File: src/hdl/cpwq_pkg.sv
// Shared constants, register codes and status types for the coin pulse width qualifier.
package cpwq_pkg;

	localparam int CHANNELS_DEF        = 5;
	localparam int HIGH_SAMPLES_DEF    = 10;
	localparam int TIMEOUT_SAMPLES_DEF = 1000;
	localparam int COUNT_WIDTH_DEF     = 32;

	localparam int LINE_W      = 5;
	localparam int MIN_WIDTH_W = 10;
	localparam int CFG_DATA_W  = 10;
	localparam int LENGTH_W    = 10;
	localparam int CHANNEL_W   = 3;
	localparam int TOTAL_W     = 32;

	localparam logic [MIN_WIDTH_W-1:0] MIN_WIDTH_RESET = 10'd50;
	localparam logic [LINE_W-1:0]      ENABLE_RESET    = 5'd0;

	typedef enum logic [0:0] {
		REG_MIN_WIDTH      = 1'b0,
		REG_CHANNEL_ENABLE = 1'b1
	} cfg_reg_t;

	typedef struct packed {
		logic done;
		logic accepted;
	} cpwq_status_t;

endpackage

File: src/hdl/coin_pulse_width_qualifier.sv
// Top level of the coin pulse width qualifier: tick sweep, state memory and result queue.
// Each request is swept over the channels one per cycle through a read, update and write-back,
// unless a result waits on a stalled output. The input stalls until the last channel issues.
// The final result of a request passes through the holding register to the output register.
// Reset clears all control state at once; per-channel valid bits make unwritten entries
// read as their reset values, so no clearing pass is needed.
module coin_pulse_width_qualifier import cpwq_pkg::*; #(
	parameter int CHANNELS        = CHANNELS_DEF,
	parameter int HIGH_SAMPLES    = HIGH_SAMPLES_DEF,
	parameter int TIMEOUT_SAMPLES = TIMEOUT_SAMPLES_DEF,
	parameter int COUNT_WIDTH     = COUNT_WIDTH_DEF
) (
	input  logic                   clk,
	input  logic                   arst_n,
	input  logic                   cfg_wr_en,
	input  logic [0:0]             cfg_index,
	input  logic [CFG_DATA_W-1:0]  cfg_data,
	input  logic                   in_valid,
	output logic                   in_stall,
	input  logic [LINE_W-1:0]      line_levels,
	output logic                   out_valid,
	input  logic                   out_stall,
	output logic [CHANNEL_W-1:0]   channel,
	output logic                   accepted,
	output logic [LENGTH_W-1:0]    pulse_length,
	output logic [TOTAL_W-1:0]     coin_total,
	output logic [TOTAL_W-1:0]     warning_total,
	output logic                   last_of_run
);

	localparam int CH_W     = (CHANNELS > 1) ? $clog2(CHANNELS) : 1;
	localparam int SAMPLE_W = $clog2(TIMEOUT_SAMPLES + 2);
	localparam int HIGH_W   = $clog2(HIGH_SAMPLES + 1);
	localparam int ENTRY_W  = 2 + 2 * SAMPLE_W + HIGH_W + 2 * COUNT_WIDTH;
	localparam int EXT_W    = 1 << CH_W;
	localparam logic [CH_W-1:0]    CH_LAST     = CH_W'(CHANNELS - 1);
	localparam logic [ENTRY_W-1:0] ENTRY_RESET = {1'b1, {(ENTRY_W - 1){1'b0}}};

	logic [MIN_WIDTH_W-1:0] min_width_q;
	logic [LINE_W-1:0]      channel_enable_q;
	logic [LINE_W-1:0]      lines_q;
	logic                   busy_q;
	logic [CH_W-1:0]        ch_q;
	logic [CHANNELS-1:0]    entry_valid_q;

	logic                   v_s2, level_s2, en_s2, last_s2, fwd_s2, valid_s2;
	logic [CH_W-1:0]        ch_s2;
	logic [ENTRY_W-1:0]     fwd_data_s2;

	logic                   hold_valid_q, hold_last_q, hold_accepted_q;
	logic [CHANNEL_W-1:0]   hold_channel_q;
	logic [LENGTH_W-1:0]    hold_length_q;
	logic [TOTAL_W-1:0]     hold_coin_q, hold_warn_q;

	logic [EXT_W-1:0]       lines_ext, enable_ext;
	logic                   rd_en, wr_en, adv, s2_go, out_free, hold_move;
	logic [ENTRY_W-1:0]     rd_data, entry_s2, entry_next;
	cpwq_status_t           status;
	logic [SAMPLE_W-1:0]    length;
	logic [COUNT_WIDTH-1:0] coin_next, warn_next;
	logic [CH_W+CHANNEL_W-1:0]        ch_ext;
	logic [SAMPLE_W+LENGTH_W-1:0]     len_ext;
	logic [COUNT_WIDTH+TOTAL_W-1:0]   coin_ext, warn_ext;

	assign lines_ext  = EXT_W'(lines_q);
	assign enable_ext = EXT_W'(channel_enable_q);
	assign in_stall   = busy_q;

	assign out_free  = !out_valid || !out_stall;
	assign s2_go     = !status.done || !hold_valid_q || out_free;
	assign adv       = !v_s2 || s2_go;
	assign rd_en     = busy_q && adv;
	assign wr_en     = v_s2 && s2_go;
	assign hold_move = hold_valid_q && out_free && (hold_last_q || (v_s2 && status.done));

	assign entry_s2 = fwd_s2 ? fwd_data_s2 : (valid_s2 ? rd_data : ENTRY_RESET);

	assign ch_ext   = (CH_W + CHANNEL_W)'(ch_s2);
	assign len_ext  = (SAMPLE_W + LENGTH_W)'(length);
	assign coin_ext = (COUNT_WIDTH + TOTAL_W)'(coin_next);
	assign warn_ext = (COUNT_WIDTH + TOTAL_W)'(warn_next);

	cpwq_ram #(
		.WIDTH(ENTRY_W),
		.DEPTH(CHANNELS)
	) u_state_ram (
		.clk    (clk),
		.wr_en  (wr_en),
		.wr_addr(ch_s2),
		.wr_data(entry_next),
		.rd_en  (rd_en),
		.rd_addr(ch_q),
		.rd_data(rd_data)
	);

	cpwq_update #(
		.HIGH_SAMPLES   (HIGH_SAMPLES),
		.TIMEOUT_SAMPLES(TIMEOUT_SAMPLES),
		.COUNT_WIDTH    (COUNT_WIDTH)
	) u_update (
		.entry     (entry_s2),
		.level     (level_s2),
		.enable    (en_s2),
		.min_width (min_width_q),
		.entry_next(entry_next),
		.status    (status),
		.length    (length),
		.coin_next (coin_next),
		.warn_next (warn_next)
	);

	always_ff @(posedge clk or negedge arst_n) begin
		if (!arst_n) begin
			min_width_q      <= MIN_WIDTH_RESET;
			channel_enable_q <= ENABLE_RESET;
		end else if (cfg_wr_en) begin
			case (cfg_reg_t'(cfg_index))
				REG_MIN_WIDTH: begin
					min_width_q <= cfg_data[MIN_WIDTH_W-1:0];
				end
				REG_CHANNEL_ENABLE: begin
					channel_enable_q <= cfg_data[LINE_W-1:0];
				end
				default: begin
				end
			endcase
		end
	end

	always_ff @(posedge clk or negedge arst_n) begin
		if (!arst_n) begin
			busy_q        <= 1'b0;
			ch_q          <= '0;
			v_s2          <= 1'b0;
			entry_valid_q <= '0;
		end else begin
			if (in_valid && !in_stall) begin
				busy_q <= 1'b1;
				ch_q   <= '0;
			end else if (rd_en) begin
				if (ch_q == CH_LAST) begin
					busy_q <= 1'b0;
				end else begin
					ch_q <= ch_q + CH_W'(1);
				end
			end
			if (rd_en) begin
				v_s2 <= 1'b1;
			end else if (s2_go) begin
				v_s2 <= 1'b0;
			end
			if (wr_en) begin
				entry_valid_q[ch_s2] <= 1'b1;
			end
		end
	end

	always_ff @(posedge clk) begin
		if (in_valid && !in_stall) begin
			lines_q <= line_levels;
		end
		if (rd_en) begin
			ch_s2       <= ch_q;
			level_s2    <= lines_ext[ch_q];
			en_s2       <= enable_ext[ch_q];
			last_s2     <= (ch_q == CH_LAST);
			fwd_s2      <= wr_en && (ch_s2 == ch_q);
			fwd_data_s2 <= entry_next;
			valid_s2    <= entry_valid_q[ch_q];
		end
	end

	always_ff @(posedge clk or negedge arst_n) begin
		if (!arst_n) begin
			hold_valid_q <= 1'b0;
			hold_last_q  <= 1'b0;
			out_valid    <= 1'b0;
		end else begin
			if (wr_en && status.done) begin
				hold_valid_q <= 1'b1;
				hold_last_q  <= last_s2;
			end else if (hold_move) begin
				hold_valid_q <= 1'b0;
				hold_last_q  <= 1'b0;
			end else if (wr_en && last_s2 && hold_valid_q) begin
				hold_last_q <= 1'b1;
			end
			if (hold_move) begin
				out_valid <= 1'b1;
			end else if (!out_stall) begin
				out_valid <= 1'b0;
			end
		end
	end

	always_ff @(posedge clk) begin
		if (wr_en && status.done) begin
			hold_channel_q  <= ch_ext[CHANNEL_W-1:0];
			hold_accepted_q <= status.accepted;
			hold_length_q   <= len_ext[LENGTH_W-1:0];
			hold_coin_q     <= coin_ext[TOTAL_W-1:0];
			hold_warn_q     <= warn_ext[TOTAL_W-1:0];
		end
		if (hold_move) begin
			channel       <= hold_channel_q;
			accepted      <= hold_accepted_q;
			pulse_length  <= hold_length_q;
			coin_total    <= hold_coin_q;
			warning_total <= hold_warn_q;
			last_of_run   <= hold_last_q;
		end
	end

	// The end-of-request mark only ever sits on a held result.
	assert property (@(posedge clk) disable iff (!arst_n) hold_last_q |-> hold_valid_q)
		else $error("end-of-request mark without a held result");

	assert property (@(posedge clk) disable iff (!arst_n) wr_en |-> (ch_s2 <= CH_LAST))
		else $error("state write beyond the last channel");

	// Issuing the last channel ends the sweep and loads it into the update stage.
	assert property (@(posedge clk) disable iff (!arst_n)
		(rd_en && (ch_q == CH_LAST)) |=> (!busy_q && v_s2 && last_s2))
		else $error("sweep did not close after the last channel");

	// A result that finds the holding slot full only proceeds when the output can take it.
	assert property (@(posedge clk) disable iff (!arst_n)
		(wr_en && status.done && hold_valid_q) |-> hold_move)
		else $error("held result overwritten");

endmodule

File: src/hdl/cpwq_ram.sv
// Generic single-write, single-read synchronous RAM with a registered read port.
module cpwq_ram #(
	parameter int WIDTH = 8,
	parameter int DEPTH = 4
) (
	input  logic                                   clk,
	input  logic                                   wr_en,
	input  logic [((DEPTH > 1) ? $clog2(DEPTH) : 1)-1:0] wr_addr,
	input  logic [WIDTH-1:0]                       wr_data,
	input  logic                                   rd_en,
	input  logic [((DEPTH > 1) ? $clog2(DEPTH) : 1)-1:0] rd_addr,
	output logic [WIDTH-1:0]                       rd_data
);

	logic [WIDTH-1:0] mem [DEPTH];

	always_ff @(posedge clk) begin
		if (wr_en) begin
			mem[wr_addr] <= wr_data;
		end
		if (rd_en) begin
			rd_data <= mem[rd_addr];
		end
	end

endmodule

File: src/hdl/cpwq_update.sv
// Per-channel measurement update: edge arming, sample counting, qualification and counters.
module cpwq_update import cpwq_pkg::*; #(
	parameter int HIGH_SAMPLES    = HIGH_SAMPLES_DEF,
	parameter int TIMEOUT_SAMPLES = TIMEOUT_SAMPLES_DEF,
	parameter int COUNT_WIDTH     = COUNT_WIDTH_DEF,
	localparam int SAMPLE_W = $clog2(TIMEOUT_SAMPLES + 2),
	localparam int HIGH_W   = $clog2(HIGH_SAMPLES + 1),
	localparam int ENTRY_W  = 2 + 2 * SAMPLE_W + HIGH_W + 2 * COUNT_WIDTH
) (
	input  logic [ENTRY_W-1:0]     entry,
	input  logic                   level,
	input  logic                   enable,
	input  logic [MIN_WIDTH_W-1:0] min_width,
	output logic [ENTRY_W-1:0]     entry_next,
	output cpwq_status_t           status,
	output logic [SAMPLE_W-1:0]    length,
	output logic [COUNT_WIDTH-1:0] coin_next,
	output logic [COUNT_WIDTH-1:0] warn_next
);

	localparam int CMP_W = SAMPLE_W + MIN_WIDTH_W;
	localparam logic [HIGH_W-1:0]   HIGH_LIMIT    = HIGH_W'(HIGH_SAMPLES);
	localparam logic [SAMPLE_W-1:0] TIMEOUT_LIMIT = SAMPLE_W'(TIMEOUT_SAMPLES);
	localparam logic [SAMPLE_W-1:0] TIMEOUT_LEN   = SAMPLE_W'(TIMEOUT_SAMPLES + 1);

	logic                   prev, meas;
	logic [SAMPLE_W-1:0]    sample, last_len;
	logic [HIGH_W-1:0]      high;
	logic [COUNT_WIDTH-1:0] coin, warn;

	logic                   prev_n, meas_n;
	logic [SAMPLE_W-1:0]    sample_n, last_len_n, sample_inc;
	logic [HIGH_W-1:0]      high_n, high_inc;

	assign {prev, meas, sample, high, coin, warn, last_len} = entry;
	assign entry_next = {prev_n, meas_n, sample_n, high_n, coin_next, warn_next, last_len_n};

	assign sample_inc = sample + SAMPLE_W'(1);
	assign high_inc   = high + HIGH_W'(level);

	always_comb begin
		prev_n       = level;
		meas_n       = meas;
		sample_n     = sample;
		high_n       = high;
		coin_next    = coin;
		warn_next    = warn;
		last_len_n   = last_len;
		status       = '0;
		length       = '0;
		if (meas) begin
			sample_n = sample_inc;
			high_n   = high_inc;
			if (high_inc >= HIGH_LIMIT) begin
				status.done = 1'b1;
				length      = sample_inc;
			end else if (sample_inc >= TIMEOUT_LIMIT) begin
				status.done = 1'b1;
				length      = TIMEOUT_LEN;
			end
			if (status.done) begin
				status.accepted = CMP_W'(length) >= CMP_W'(min_width);
				if (status.accepted) begin
					coin_next = (&coin) ? coin : coin + COUNT_WIDTH'(1);
				end else begin
					warn_next  = (&warn) ? warn : warn + COUNT_WIDTH'(1);
					last_len_n = length;
				end
				meas_n   = 1'b0;
				sample_n = '0;
				high_n   = '0;
			end
		end else if (enable && prev && !level) begin
			meas_n   = 1'b1;
			sample_n = '0;
			high_n   = '0;
		end
	end

endmodule
File: config.mk
export PLATFORM = sky130hd
export DESIGN_NAME = coin_pulse_width_qualifier
export DESIGN_NICKNAME = d
export VERILOG_FILES = /design/src/hdl/cpwq_pkg.sv /design/src/hdl/coin_pulse_width_qualifier.sv /design/src/hdl/cpwq_ram.sv /design/src/hdl/cpwq_update.sv
export SDC_FILE = /design/constraint.sdc
export NUM_CORES = 1
export LEC_CHECK = 0
export BUFFER_PORTS_ARGS = -buffer_cell sky130_fd_sc_hd__buf_2
export CORE_ASPECT_RATIO = 2
export CORE_UTILIZATION = 55
export CTS_CLUSTER_SIZE = 14
export DETAILED_ROUTE_END_ITERATION = 12
export GPL_ROUTABILITY_DRIVEN = 0
export GPL_TIMING_DRIVEN = 0
export PLACE_DENSITY = 0.74
export SKIP_CTS_REPAIR_TIMING = 1
export SLEW_MARGIN = 10
export SYNTH_ARGS = -nofsm -noshare
export SYNTH_HDL_FRONTEND = slang
export SYNTH_SLANG_ARGS = --single-unit
File: constraint.sdc
create_clock -name clk -period 11.7 [get_ports clk]
set_input_delay 1.755 -clock clk [delete_from_list [all_inputs] [get_ports clk]]
set_output_delay 1.755 -clock clk [all_outputs]
set_load 0.005 [all_outputs]
==> flow_summary.json <==
{
  "dpl_cell_area_um2": 32000,
  "whs_ns": 0.413,
  "syn_area_um2": 30000,
  "rows": 120,
  "synth_nets": 1698,
  "post-place-ws_ns": 3.30,
  "tritoncts": "yes",
  "comb_power_share_pct": 30.9,
  "grt_max_degree": 53,
  "p_sw_share_pct": 32.6,
  "syn_inst": 1660,
  "yosys-top-cells-count": "edfxtp_1 (730), mux2_2 (88), mux4_2 (80)",
  "grt_setup_unrepaired": "no",
  "vdd_ir_drop_max_uv": 209,
  "die_w_um": 167,
  "io_buffer_count": 101,
  "yosysSeqAreaShare_pct": 75.5,
  "synth.avg_cell_area_um2": 18.1,
  "pwr-share-seq_pct": 48.2,
  "dpl.hpwl_um": 46600,
  "period_minus_slack_ns": 8.64,
  "clock-sinks": 758,
  "drt-total-wl_um": 68800,
  "wl_per_cell_um": 26.6,
  "p_clk_share_pct": 20.9,
  "clock_skew_ns": 0.0250,
  "h-tree-depth": 3,
  "dp.cells": 2481,
  "final_max_slew_viol_count": 0,
  "finalHoldViolCount": 0,
  "initialDrtViolationCount": 1490,
  "required_ns": 11.96,
  "crit_type": "flip-flop to flip-flop",
  "dieArea_um2": 55500,
  "die_h_um": 332,
  "setup_ws_ns": 3.06,
  "synth_cell_types": 70,
  "grt_pass1_vias": 17300,
  "dr.pass1.iters": 6,
  "ys_warn_count": 0,
  "post-route-period-util_pct": 73.9,
  "crit_path_end_kind": "flip-flop",
  "grt_use_total_pct": 25.3,
  "antenna_found_initial": 0,
  "drive_above_1_share_pct": 23.2,
  "status": "complete, no violations",
  "drc": 0,
  "slew_headroom_pct": 16.7,
  "post_drt_via_cell_ratio": 6.35,
  "clkTransAtPathRegs_ns": 0.06,
  "synth.top_cell.area_share_pct": 73.1,
  "synth_edf_count": 730,
  "cp_data_arrival_time_ns": 8.91,
  "grt.overflow.total": 0,
  "num_antenna_cells": 0,
  "syn_to_final_growth_pct": 13.1,
  "powerDensity_nw_per_um2": 287,
  "grt_pass1_wl_um": 103000,
  "fillCellCount": 3589,
  "core_um2": 53600,
  "synth_area_leaders": "edfxtp_1 (73%), mux4_2 (6.0%), mux2_2 (3.3%), dfrtp_1 (2.1%), xnor2_1 (1.4%)",
  "synthFlopType": "edfxtp_1",
  "min_path_type": "flip-flop to flip-flop",
  "start_util_pct": 55.9,
  "synth_seq_cells": 758,
  "setup_viol": 0,
  "cts_buffers": 66,
  "cell_internal_pwr_w": 0.00654,
  "maxCapViolCount": 0,
  "nNetsFinal": 1916,
  "postSynth.asyncResetShare_pct": 3.69,
  "p_switching_w": 0.00317,
  "ios": 102,
  "vias": 16400,
  "finalNonFillerCells": 2585,
  "crit_fanout": 10,
  "worstMarginPinSlew_ns": 1.24,
  "finish.instance_area_um2": 33900,
  "clk_latency_ns": 0.61,
  "max_freq_mhz": 116,
  "power.leakage_nw": 11.4,
  "cts_root_buffer": "clkbuf_16",
  "yosysMostFrequentCell": "edfxtp_1",
  "yosys.area.top_type": "edfxtp_1",
  "clock_path_buffers": 3,
  "start_kind": "flip-flop",
  "ant_nets": 0
}
[placed cells by master, fill, tap and decap left out, types with 45 or more instances in the layout]
cell type / instances
o21ai_0: 45
nand2_1: 76
clkbuf_16: 69
buf_2: 115
nand3_1: 68
edfxtp_1: 730
mux2_2: 88
mux4_2: 80
clkbuf_1: 68
xnor2_1: 48
a21oi_1: 45
[power by group through the flow]
stage | Clock [W] | Sequential [W] | Combinational [W]
floorplan | 0 | 0.00467 | 0.00189
global placement | 0 | 0.00486 | 0.00274
detailed placement | 0 | 0.00471 | 0.00299
CTS | 0.00206 | 0.00467 | 0.00301
global route | 0.00215 | 0.00473 | 0.00320
finish | 0.00203 | 0.00468 | 0.00300
[registers in the layout, indices dropped and copies added, names as in the netlist, 3 cells and up]
name,cells
ch_q,3
ch_s2,3
channel,3
channel_enable_q,5
coin_total,32
entry_valid_q,5
fwd_data_s2,80
hold_channel_q,3
hold_coin_q,32
hold_length_q,10
hold_warn_q,32
lines_q,5
min_width_q,10
pulse_length,10
u_state_ram.mem,400
u_state_ram.rd_data,80
warning_total,32
[per-stage QoR]
stage                     total power [W]  util, %   TNS, ns
final                             0.00971     63.2         0
after global routing               0.0101     63.2         0
after CTS                         0.00973     63.2         0
after detailed placement          0.00770     59.6         0
after global placement            0.00760     58.4  -1441.72
after floorplan                   0.00655        -         0
[routing by layer]
metal / vias up / wire length [µm] / GRT usage, %
li1: 7025 / - / -
met1: 8343 / 23800 / 28.2
met2: 816 / 37100 / 45.6
met3: 231 / 4150 / 3.81
met4: 0 / 3810 / 14.6
met5: - / 0 / 0
[worst max-delay path, cell delays in order, from the launching register on]
cell	delay, ns
edfxtp_1	0.34
buf_6	0.16
buf_6	0.17
buf_6	0.19
buf_4	0.26
buf_4	0.24
buf_2	0.35
clkbuf_1	0.61
clkbuf_1	0.66
a22o_1	0.31
ha_1	0.22
ha_1	0.27
nand2b_1	0.15
a21oi_1	0.26
a21oi_1	0.17
a32oi_2	0.51
nor2_1	0.11
ha_1	0.32
a211o_1	0.26
a21oi_1	0.20
nand3_1	0.10
o21ai_1	0.96
a211o_1	0.20
buf_2	0.25
buf_6	0.19
nor3_1	0.07
xnor2_1	0.74
[kinds of logic (layout without fill, tap and decap cells)]
group	after synthesis	after routing	synth area share, %
AOI/OAI and AO/OA	196	196	4.37
xor gates and xnor gates	72	72	2.13
adders and majority gates	17	17	0.710
buffers and inverters	103	357	1.53
DFF	758	758	75.5
muxes	176	176	9.60
and+or+nand+nor	338	338	6.16
[layout make-up]
class                   instances  area (µm²)  area share [%]
flip-flops and latches        758       22600            66.8
repair buffers                150        1110            3.26
inverters                      23        86.3           0.255
multi-input cells             799        6930            20.5
clock inverters                 9        75.1           0.222
plain buffers                  80         372            1.10
well taps                     671         840            2.48
clock buffers                  95        1840            5.44
[path summary, 6_finish.rpt]
| check | startpoint | to | slack (ns) | depth (start not counted) |
|---|---|---|---|---|
| setup / recovery | fwd_s2 | hold_coin_q[20] | 3.06 | 26 |
| hold / removal | hold_warn_q[11] | warning_total[11] | 0.41 | 0 |
| setup reg to reg | fwd_s2 | hold_coin_q[20] | 3.06 | 26 |
| hold reg to reg | hold_warn_q[11] | warning_total[11] | 0.41 | 0 |
| max in group asynchronous | arst_n | entry_valid_q[4] | 10.08 | 1 |
| min in group asynchronous | arst_n | min_width_q[6] | 1.18 | 1 |
Note: power is estimated with default switching activity, not from simulation.
